$ cat config.mk
export PLATFORM = sky130hd
export DESIGN_NAME = scalar_kalman_filter_flat
export DESIGN_NICKNAME = d
export VERILOG_FILES = /design/src/rtl/skf_pkg.sv /design/src/rtl/skf_req_if.sv /design/src/rtl/skf_rsp_if.sv /design/src/rtl/skf_alu.sv /design/src/rtl/skf_csr.sv /design/src/rtl/scalar_kalman_filter.sv /design/src/flat_wrapper.sv
export SDC_FILE = /design/constraint.sdc
export NUM_CORES = 1
export LEC_CHECK = 0
export ABC_AREA = 1
export BUFFER_PORTS_ARGS = -buffer_cell sky130_fd_sc_hd__clkbuf_2
export CAP_MARGIN = 20
export CORE_MARGIN = 8
export CORE_UTILIZATION = 25
export CTS_CLUSTER_SIZE = 14
export DETAILED_ROUTE_END_ITERATION = 8
export PLACE_DENSITY = 0.41
export SKIP_CTS_REPAIR_TIMING = 1
export SLEW_MARGIN = 15
export SYNTH_ARGS = -nofsm -noshare
export SYNTH_HDL_FRONTEND = slang
export SYNTH_SLANG_ARGS = --single-unit
$ cat constraint.sdc
create_clock -name clock -period 6 [get_ports clock]
set_input_delay 0.3 -clock clock [delete_from_list [all_inputs] [get_ports clock]]
set_output_delay 0.3 -clock clock [all_outputs]
set_load 0.05 [all_outputs]
$ cat src/rtl/skf_pkg.sv
// Package for the scalar Kalman filter: shared constants and types.
// No dependencies; every other file of the block imports it.
`timescale 1ns / 1ps

package skf_pkg;

   // Default data format: signed Q16.16 samples
   localparam int DATA_WIDTH_DEF = 32;
   localparam int FRAC_BITS_DEF  = 16;

   // Configuration register map
   localparam int CSR_INDEX_WIDTH = 1;
   localparam logic [CSR_INDEX_WIDTH-1:0] REG_PROCESS_NOISE = 1'd0;
   localparam logic [CSR_INDEX_WIDTH-1:0] REG_MEASURE_NOISE = 1'd1;

   // Integer parts of the noise reset values (Q = 20.0, R = 200.0)
   localparam int PROC_NOISE_RESET_INT = 20;
   localparam int MEAS_NOISE_RESET_INT = 200;

   // Control of the shared adder/subtractor
   typedef struct packed {
      logic sub;   // 1: a - b, 0: a + b
   } alu_ctl_type;

endpackage

$ cat src/rtl/skf_req_if.sv
// Request channel of the scalar Kalman filter: valid/ready plus one measurement.
// Depends on skf_pkg for the default data width.
`timescale 1ns / 1ps

interface skf_req_if
   import skf_pkg::*;
#(
   parameter int DATA_WIDTH = DATA_WIDTH_DEF
);
   logic                         valid;
   logic                         ready;
   logic signed [DATA_WIDTH-1:0] measurement;

   modport source (output valid, output measurement, input ready);
   modport sink   (input valid, input measurement, output ready);
endinterface

$ cat src/rtl/skf_rsp_if.sv
// Response channel of the scalar Kalman filter: valid/ready plus one estimate.
// Depends on skf_pkg for the default data width.
`timescale 1ns / 1ps

interface skf_rsp_if
   import skf_pkg::*;
#(
   parameter int DATA_WIDTH = DATA_WIDTH_DEF
);
   logic                         valid;
   logic                         ready;
   logic signed [DATA_WIDTH-1:0] estimate;

   modport source (output valid, output estimate, input ready);
   modport sink   (input valid, input estimate, output ready);
endinterface

$ cat src/rtl/skf_alu.sv
// Shared adder/subtractor of the scalar Kalman filter datapath.
// Depends on skf_pkg for the control struct.
`timescale 1ns / 1ps

module skf_alu
   import skf_pkg::*;
#(
   parameter int WIDTH = DATA_WIDTH_DEF + FRAC_BITS_DEF + 3
) (
   input  alu_ctl_type      ctl,
   input  logic [WIDTH-1:0] opa,
   input  logic [WIDTH-1:0] opb,
   output logic [WIDTH-1:0] result
);

   logic [WIDTH-1:0] opb_eff;

   // Invert b and add a carry in for subtraction
   assign opb_eff = ctl.sub ? ~opb : opb;
   assign result  = opa + opb_eff + {{(WIDTH-1){1'b0}}, ctl.sub};

endmodule

$ cat src/rtl/skf_csr.sv
// Configuration registers of the scalar Kalman filter: process and measurement noise.
// Depends on skf_pkg for the register map and reset values.
`timescale 1ns / 1ps

module skf_csr
   import skf_pkg::*;
#(
   parameter int DATA_WIDTH = DATA_WIDTH_DEF,
   parameter int FRAC_BITS  = FRAC_BITS_DEF
) (
   input  logic                       clock,
   input  logic                       reset,
   input  logic                       csr_write_enable,
   input  logic [CSR_INDEX_WIDTH-1:0] csr_index,
   input  logic [DATA_WIDTH-1:0]      csr_write_data,
   output logic [DATA_WIDTH-1:0]      process_noise,
   output logic [DATA_WIDTH-1:0]      measure_noise
);

   localparam logic [DATA_WIDTH-1:0] PN_RESET =
      DATA_WIDTH'(PROC_NOISE_RESET_INT) << FRAC_BITS;
   localparam logic [DATA_WIDTH-1:0] MN_RESET =
      DATA_WIDTH'(MEAS_NOISE_RESET_INT) << FRAC_BITS;

   logic [DATA_WIDTH-1:0] pn_ff, pn_in;
   logic [DATA_WIDTH-1:0] mn_ff, mn_in;

   // Decode the write
   always_comb begin
      pn_in = pn_ff;
      mn_in = mn_ff;
      if (csr_write_enable) begin
         unique case (csr_index)
            REG_PROCESS_NOISE: pn_in = csr_write_data;
            REG_MEASURE_NOISE: mn_in = csr_write_data;
            default: ;
         endcase
      end
   end

   always_ff @(posedge clock) begin
      if (reset) begin
         pn_ff <= PN_RESET;
         mn_ff <= MN_RESET;
      end else begin
         pn_ff <= pn_in;
         mn_ff <= mn_in;
      end
   end

   assign process_noise = pn_ff;
   assign measure_noise = mn_ff;

endmodule

$ cat src/rtl/scalar_kalman_filter.sv
// Top level of the scalar Kalman filter: sequencer, state and datapath registers.
// Depends on skf_pkg, skf_req_if, skf_rsp_if, skf_alu and skf_csr.
`timescale 1ns / 1ps

// One-dimensional Kalman filter (A = 1, B = 0, H = 1) on signed fixed-point samples
// (DATA_WIDTH bits, FRAC_BITS fraction bits). Each request carries one measurement and
// yields one response with the updated estimate; estimate and covariance start at zero
// after reset. All arithmetic runs through one shared adder/subtractor under a small
// sequencer: the idle cycle that takes the request, three single add steps, a restoring
// gain division (FRAC_BITS+1 steps), two shift-add multiplies (FRAC_BITS+1 steps each)
// and four finishing steps (estimate update, one minus gain, covariance saturation and
// response handoff). While a request occupies the block, req.ready is low; the handoff
// step waits while the previous response is still held in the output register.
// The response sits in that output register so the next request is taken while it
// waits. Noise registers are to be written through the csr_ port while the block is
// idle; a rule for the user that the block does not enforce. The default is Q16.16.

module scalar_kalman_filter
   import skf_pkg::*;
#(
   parameter int DATA_WIDTH = DATA_WIDTH_DEF,
   parameter int FRAC_BITS  = FRAC_BITS_DEF
) (
   input  logic                       clock,
   input  logic                       reset,
   skf_req_if.sink                    req,
   skf_rsp_if.source                  rsp,
   input  logic                       csr_write_enable,
   input  logic [CSR_INDEX_WIDTH-1:0] csr_index,
   input  logic [DATA_WIDTH-1:0]      csr_write_data
);

   localparam int DW = DATA_WIDTH;
   localparam int F  = FRAC_BITS;
   localparam int AW = DW + F + 3;
   localparam int CW = $clog2(F + 1);

   // Sequencer codes
   localparam logic [3:0] S_IDLE    = 4'd0;
   localparam logic [3:0] S_PRED    = 4'd1;
   localparam logic [3:0] S_DSUM    = 4'd2;
   localparam logic [3:0] S_INNOV   = 4'd3;
   localparam logic [3:0] S_DIV     = 4'd4;
   localparam logic [3:0] S_MUL_EST = 4'd5;
   localparam logic [3:0] S_EST     = 4'd6;
   localparam logic [3:0] S_HCOMP   = 4'd7;
   localparam logic [3:0] S_MUL_COV = 4'd8;
   localparam logic [3:0] S_COV     = 4'd9;
   localparam logic [3:0] S_DONE    = 4'd10;

   localparam logic [AW-1:0] ONE_AW = {{(AW-F-1){1'b0}}, 1'b1, {F{1'b0}}};
   localparam logic [F:0]    ONE_G  = {1'b1, {F{1'b0}}};

   logic [DW-1:0] process_noise;
   logic [DW-1:0] measure_noise;

   logic [3:0]    state_ff, state_in;
   logic [CW-1:0] cnt_ff, cnt_in;
   logic [DW-1:0] meas_ff, meas_in;
   logic [DW-1:0] est_ff, est_in;
   logic [DW-1:0] cov_ff, cov_in;
   logic [DW:0]   p_ff, p_in;
   logic [DW+1:0] d_ff, d_in;
   logic          dzero_ff, dzero_in;
   logic [DW+2:0] rem_ff, rem_in;
   logic [DW:0]   innov_ff, innov_in;
   logic [F:0]    gain_ff, gain_in;
   logic [F:0]    mplier_ff, mplier_in;
   logic [AW-1:0] acc_ff, acc_in;
   logic          rsp_valid_ff, rsp_valid_in;
   logic [DW-1:0] rsp_data_ff, rsp_data_in;

   alu_ctl_type   alu_ctl;
   logic [AW-1:0] alu_a, alu_b, alu_sum;
   logic          alu_nonneg;
   logic          last_step;

   skf_csr #(
      .DATA_WIDTH (DATA_WIDTH),
      .FRAC_BITS  (FRAC_BITS)
   ) u_csr (
      .clock            (clock),
      .reset            (reset),
      .csr_write_enable (csr_write_enable),
      .csr_index        (csr_index),
      .csr_write_data   (csr_write_data),
      .process_noise    (process_noise),
      .measure_noise    (measure_noise)
   );

   skf_alu #(
      .WIDTH (AW)
   ) u_alu (
      .ctl    (alu_ctl),
      .opa    (alu_a),
      .opb    (alu_b),
      .result (alu_sum)
   );

   assign alu_nonneg = ~alu_sum[AW-1];
   assign last_step  = (cnt_ff == CW'(F));

   // Route operands into the shared unit
   always_comb begin
      alu_ctl.sub = 1'b0;
      alu_a       = '0;
      alu_b       = '0;
      unique case (state_ff)
         S_PRED: begin
            alu_a = {{(AW-DW){1'b0}}, cov_ff};
            alu_b = {{(AW-DW){1'b0}}, process_noise};
         end
         S_DSUM: begin
            alu_a = {{(AW-DW-1){1'b0}}, p_ff};
            alu_b = {{(AW-DW){1'b0}}, measure_noise};
         end
         S_INNOV: begin
            alu_ctl.sub = 1'b1;
            alu_a = {{(AW-DW){meas_ff[DW-1]}}, meas_ff};
            alu_b = {{(AW-DW){est_ff[DW-1]}}, est_ff};
         end
         S_DIV: begin
            alu_ctl.sub = 1'b1;
            alu_a = (cnt_ff == '0) ? {{(AW-DW-3){1'b0}}, rem_ff}
                                   : {{(AW-DW-3){1'b0}}, rem_ff[DW+1:0], 1'b0};
            alu_b = {{(AW-DW-2){1'b0}}, d_ff};
         end
         S_MUL_EST: begin
            alu_a = {acc_ff[AW-2:0], 1'b0};
            alu_b = mplier_ff[F] ? {{(AW-DW-1){innov_ff[DW]}}, innov_ff} : '0;
         end
         S_EST: begin
            alu_a = {{(AW-DW){est_ff[DW-1]}}, est_ff};
            alu_b = {{F{acc_ff[AW-1]}}, acc_ff[AW-1:F]};
         end
         S_HCOMP: begin
            alu_ctl.sub = 1'b1;
            alu_a = ONE_AW;
            alu_b = {{(AW-F-1){1'b0}}, gain_ff};
         end
         S_MUL_COV: begin
            alu_a = {acc_ff[AW-2:0], 1'b0};
            alu_b = mplier_ff[F] ? {{(AW-DW-1){1'b0}}, p_ff} : '0;
         end
         default: ;
      endcase
   end

   // Advance the sequencer and capture results
   always_comb begin
      state_in     = state_ff;
      cnt_in       = cnt_ff;
      meas_in      = meas_ff;
      est_in       = est_ff;
      cov_in       = cov_ff;
      p_in         = p_ff;
      d_in         = d_ff;
      dzero_in     = dzero_ff;
      rem_in       = rem_ff;
      innov_in     = innov_ff;
      gain_in      = gain_ff;
      mplier_in    = mplier_ff;
      acc_in       = acc_ff;
      rsp_valid_in = rsp_valid_ff;
      rsp_data_in  = rsp_data_ff;

      // drop the response once taken
      if (rsp_valid_ff && rsp.ready) begin
         rsp_valid_in = 1'b0;
      end

      unique case (state_ff)
         S_IDLE: begin
            if (req.valid) begin
               meas_in  = req.measurement;
               state_in = S_PRED;
            end
         end
         S_PRED: begin
            p_in     = alu_sum[DW:0];
            state_in = S_DSUM;
         end
         S_DSUM: begin
            d_in     = alu_sum[DW+1:0];
            dzero_in = (alu_sum[DW+1:0] == '0);
            rem_in   = {2'b00, p_ff};
            state_in = S_INNOV;
         end
         S_INNOV: begin
            innov_in = alu_sum[DW:0];
            cnt_in   = '0;
            gain_in  = '0;
            state_in = S_DIV;
         end
         S_DIV: begin
            // restoring step: keep the difference when it does not go negative
            rem_in  = alu_nonneg ? alu_sum[DW+2:0] : alu_a[DW+2:0];
            gain_in = {gain_ff[F-1:0], alu_nonneg};
            cnt_in  = cnt_ff + 1'b1;
            if (last_step) begin
               if (dzero_ff) begin
                  gain_in = '0;
               end
               mplier_in = dzero_ff ? '0 : {gain_ff[F-1:0], alu_nonneg};
               acc_in    = '0;
               cnt_in    = '0;
               state_in  = S_MUL_EST;
            end
         end
         S_MUL_EST: begin
            acc_in    = alu_sum;
            mplier_in = {mplier_ff[F-1:0], 1'b0};
            cnt_in    = cnt_ff + 1'b1;
            if (last_step) begin
               state_in = S_EST;
            end
         end
         S_EST: begin
            est_in   = alu_sum[DW-1:0];
            state_in = S_HCOMP;
         end
         S_HCOMP: begin
            mplier_in = alu_sum[F:0];
            acc_in    = '0;
            cnt_in    = '0;
            state_in  = S_MUL_COV;
         end
         S_MUL_COV: begin
            acc_in    = alu_sum;
            mplier_in = {mplier_ff[F-1:0], 1'b0};
            cnt_in    = cnt_ff + 1'b1;
            if (last_step) begin
               state_in = S_COV;
            end
         end
         S_COV: begin
            // saturate the new covariance to the data width
            cov_in   = (acc_ff[AW-1:DW+F] != '0) ? '1 : acc_ff[DW+F-1:F];
            state_in = S_DONE;
         end
         S_DONE: begin
            // hold until the output register is free
            if (!rsp_valid_ff || rsp.ready) begin
               rsp_valid_in = 1'b1;
               rsp_data_in  = est_ff;
               state_in     = S_IDLE;
            end
         end
         default: begin
            state_in = S_IDLE;
         end
      endcase
   end

   always_ff @(posedge clock) begin
      if (reset) begin
         state_ff     <= S_IDLE;
         cnt_ff       <= '0;
         est_ff       <= '0;
         cov_ff       <= '0;
         dzero_ff     <= 1'b0;
         rsp_valid_ff <= 1'b0;
      end else begin
         state_ff     <= state_in;
         cnt_ff       <= cnt_in;
         est_ff       <= est_in;
         cov_ff       <= cov_in;
         dzero_ff     <= dzero_in;
         rsp_valid_ff <= rsp_valid_in;
      end
   end

   always_ff @(posedge clock) begin
      meas_ff     <= meas_in;
      p_ff        <= p_in;
      d_ff        <= d_in;
      rem_ff      <= rem_in;
      innov_ff    <= innov_in;
      gain_ff     <= gain_in;
      mplier_ff   <= mplier_in;
      acc_ff      <= acc_in;
      rsp_data_ff <= rsp_data_in;
   end

   assign req.ready    = (state_ff == S_IDLE);
   assign rsp.valid    = rsp_valid_ff;
   assign rsp.estimate = rsp_data_ff;

   // A response only appears out of the final sequencer step
   a_rsp_from_done: assert property (@(posedge clock) disable iff (reset)
      $rose(rsp_valid_ff) |-> $past(state_ff) == S_DONE)
      else $error("response raised outside the final step");

   // The division remainder stays below the divisor after the first step
   a_rem_bound: assert property (@(posedge clock) disable iff (reset)
      (state_ff == S_DIV && cnt_ff != '0 && !dzero_ff) |-> ({1'b0, rem_ff} < {2'b00, d_ff}))
      else $error("division remainder out of range");

   // The gain never exceeds one
   a_gain_bound: assert property (@(posedge clock) disable iff (reset)
      (state_ff == S_EST) |-> (gain_ff <= ONE_G))
      else $error("gain above one");

   // The updated covariance never exceeds the predicted one
   a_cov_shrinks: assert property (@(posedge clock) disable iff (reset)
      ($past(state_ff) == S_COV && !$past(reset)) |-> ({1'b0, cov_ff} <= $past(p_ff)))
      else $error("covariance grew in the update");

endmodule

$ cat src/flat_wrapper.sv
// flat-port wrapper written by rule: the top's interface ports become plain ports
module scalar_kalman_filter_flat import skf_pkg::*;
#(
   parameter int DATA_WIDTH = DATA_WIDTH_DEF,
   parameter int FRAC_BITS  = FRAC_BITS_DEF
)
  (clock, reset, csr_write_enable, csr_index, csr_write_data, req_valid, req_measurement, req_ready, rsp_valid, rsp_estimate, rsp_ready);
  skf_req_if #(.DATA_WIDTH(DATA_WIDTH)) req_i ();
  skf_rsp_if #(.DATA_WIDTH(DATA_WIDTH)) rsp_i ();
  input  logic clock;
  input  logic reset;
  input  logic csr_write_enable;
  input  logic [CSR_INDEX_WIDTH-1:0] csr_index;
  input  logic [DATA_WIDTH-1:0] csr_write_data;
  input wire logic [$bits(req_i.valid)-1:0] req_valid;
  input wire logic [$bits(req_i.measurement)-1:0] req_measurement;
  output wire logic [$bits(req_i.ready)-1:0] req_ready;
  output wire logic [$bits(rsp_i.valid)-1:0] rsp_valid;
  output wire logic [$bits(rsp_i.estimate)-1:0] rsp_estimate;
  input wire logic [$bits(rsp_i.ready)-1:0] rsp_ready;
  assign req_i.valid = req_valid;
  assign req_i.measurement = req_measurement;
  assign req_ready = req_i.ready;
  assign rsp_valid = rsp_i.valid;
  assign rsp_estimate = rsp_i.estimate;
  assign rsp_i.ready = rsp_ready;
  scalar_kalman_filter #(.DATA_WIDTH(DATA_WIDTH), .FRAC_BITS(FRAC_BITS)) u_core (.clock(clock), .reset(reset), .req(req_i), .rsp(rsp_i), .csr_write_enable(csr_write_enable), .csr_index(csr_index), .csr_write_data(csr_write_data));
endmodule
==> metrics.csv <==
metric,value,unit
final worst-path cycle share,93.3,%
Yosys warning count,0,
Crit Path Class,reg2reg,
Post-synth EDFFs,284,
Synth Area in Adders,3.00,%
clock skew,0.0179,ns
Core Region,0.0869,sq mm
"slowest stage delay, CP",0.64,ns
CTS tree,done,
clock share of power,23.4,%
Crit path top cell by count,nor2_1,
Via density,5.14,
Worst setup SP type,register,
Port Buf Inserts,103,
Final Power,13.9,mW
internal power,7.64,mW
syn_nets,2693,
setup ws final,0.400,ns
Worst Path Arrival,6.13,ns
area grow syn2layout,20.9,%
Slew @ Worst Pin,1.04,ns
area of the mapped netlist,0.0219,sq mm
post-synthesis async set-or-reset flop share,0,%
Die H,312,microns
Total GRT Usage,19.9,%
CP Capture Type,register,
Tmin final,5.60,ns
post-synthesis simple-gate area fraction,16.5,%
CP max FO,11,
TritonRoute pass-1 iters,5,
status,"complete, but fails checks",
dpl ws,0.593,ns
NumNets Final,2867,
Metal-1 WL,47.5,mm
Crit path max-delay family,simple AND/OR/NAND/NOR gates,
fillers,9141,
max layer used,met5,
hold crit path type,in2reg,
Setup TNS Final,0,ns
WL final,101,mm
Rows,108,
Placer Congestion,0.941,
wire length on met3,8.15,mm
first-pass GRT wire length,144,mm
"top cells by area, synth","edfxtp_1, dfxtp_1, o21ai_0",
I/O Pins,104,
"CTS clk-pin slew, worst paths",0.06,ns
Slowest cell on crit path,fa_1,
total gr overflow,0,
area of the multi-input gates,0.00890,sq mm
slew margin rel.,30.1,%
antenna violations before repair,6,
sequential area share after synthesis,51.6,%
Residual DRC,0,
Compound-Gate Fraction of Synth Area,19.1,%
Worst VDD drop,268,uV
Gate power share,44.1,%
Sequential Power Share,32.5,%
register area,0.0113,sq mm
largest family of logic cells by synthesized area,compound AO/OA/AOI/OAI gates,
Synth Instances,2571,
die area,0.0975,sq mm
max cap viols,0,
Die Span X,312,microns
Root Driver,clkbuf_16,
number of global-route vias before repair,19400,
power per cell area,525,mW/mm^2
Fin. Hold Viols,3,
sw power,6.29,mW
critical path depth,25,
Initial Utilization,25.2,%
Buf/Inv on CP,4,
TritonCTS Sinks,423,
reg2reg path depth,25,
post-synth cell types,54,
unrepaired setup endpoints after global routing,no,
hold depth,3,
vias,20300,
maximum root-to-sink buffer count,3,
Syn Area/Cell,8.53,sq um
pin count of the biggest net entering global routing,81,
metal2 WL,42.9,mm
DR iter-0 viols,2367,
synthesized flop and latch total,423,
worst path required time,6.53,ns
leading area contributor after synthesis,edfxtp_1,
WL per Instance,25.6,microns
FMAX,179,MHz
ratio of cells with drive above 1 in the final layout,11.2,%
xor and xnor area share after synthesis,1.66,%
Clock Latency Late Sink,0.61,ns
H-Tree Depth,2,
Pleak,10.9,nW
fin. max-slew vios,0,
violated checks,hold timing,
Layout Cells excl Fill,3946,
Final HPWL DP,74.7,mm
mux cell area share after synthesis,0,%
Switching Fraction,45.1,%
CTS buffer count,51,
"Setup violations, final",0,
Detail Route Antenna Nets,0,
Min Hold Slack,-0.0384,ns
post-synth top area share,38.9,%
"Top FF cell, synth",edfxtp_1,
placed instance count,3785,
## through the flow
stage	util (%)	hold slack (ns)	cell area [sq um]
after global placement	27.8	0.417	24100
after global routing	30.5	0.00477	26500
final	30.5	-0.0384	26500
after CTS	29.8	-0.172	25900
after floorplan	-	0.399	21900
after detailed placement	27.8	0.418	24200
## cell usage in the layout (no fill, tap or decap), types with 12 or more instances in the layout
cell type and n:
xor2_1 35, inv_1 337, edfxtp_1 284, o211ai_1 12, dfxtp_1 139, nand2_2 13, a221oi_1 72, ha_1 51
nand3_1 88, a21oi_1 174, nor2_1 324, dlygate4sd3_1 62, clkbuf_1 12, buf_4 67, inv_2 14, o2111ai_1 16
nand2_1 380, o21ai_1 19, clkbuf_2 103, o22ai_1 49, clkbuf_16 54, nand4_1 20, a22oi_1 32, o21ai_0 289
## metal layers
layer	global-route usage, %	vias up
met5	0	-
met4	5.13	4
met3	3.57	120
met2	29.7	900
met1	29.2	10000
li1	-	9220
## tightest hold or removal path, delay by kind of cell
family	cells	cell delay (ns)
and+or+nand+nor	2	0.13
buffers and inverters	1	0.10
## cell type report
| type | instances | area share, % |
|---|---|---|
| clock inverter | 26 | 1.07 |
| timing repair buffer | 240 | 6.81 |
| multi-input combinational | 1675 | 33.5 |
| sequential | 423 | 42.6 |
| tap | 1155 | 5.45 |
| inverter | 354 | 5.01 |
| antenna | 3 | 0.0283 |
| clock buffer | 70 | 5.47 |
## sequential cells by signal, summed over array words and instances, names as in the netlist, 33 cells and up
register	count
u_core.p_ff	33
u_core.innov_ff	33
u_core.rem_ff	35
u_core.d_ff	34
u_core.acc_ff	51
## power by group through the flow
stage / combinational [mW] / sequential, mW / clock (mW)
2_1_floorplan: 3.32 / 4.42 / 0
3_3_place_gp: 5.95 / 4.57 / 0
6_report: 6.15 / 4.53 / 3.25
5_1_grt: 6.54 / 4.58 / 3.42
3_5_place_dp: 5.96 / 4.57 / 0
4_1_cts: 5.97 / 4.52 / 3.32
## Yosys cell counts (2+ instances only)
cell type and n:
clkinv_1 2, clkbuf_1 102, xor2_2 3, ha_1 51
inv_1 340, inv_2 11, a221oi_1 72, nor2_1 330
o221ai_1 5, o21bai_1 9, a21o_1 4, a31oi_1 9
a22o_1 2, nor2_2 7, o21a_1 2, o21ai_1 19
o211ai_1 12, o2111ai_1 16, a21boi_0 6, dfxtp_1 139
nor2_4 3, a211oi_1 8, buf_2 7, nand2_4 2
buf_1 9, and2_1 2, edfxtp_1 284, nand2_2 13
a21oi_1 174, xor2_1 35, nand3b_1 7, nor3_1 11
o22ai_1 49, nand2_1 380, nand4_1 20, o21ai_0 289
a22oi_1 32, nand3_1 89
## path summary, 6_finish.rpt
kind	start	to	slack [ns]
hold reg to reg	u_core.est_ff[27]	u_core.rsp.estimate[27]	0.43
setup / recovery	u_core.state_ff[0]	u_core.dzero_ff	0.40
setup reg to reg	u_core.state_ff[0]	u_core.dzero_ff	0.40
hold / removal	csr_write_data[3]	u_core.u_csr.process_noise[3]	-0.04
## cells by family after synthesis
kind of cell,count (synthesis)
AND/OR/NAND/NOR,871
AO/OA/AOI/OAI,713
XOR/XNOR,39
adder cells (fa/ha/maj),52
flip-flops,423
buffers and inverters,473
Note: power is estimated with default switching activity, not from simulation.
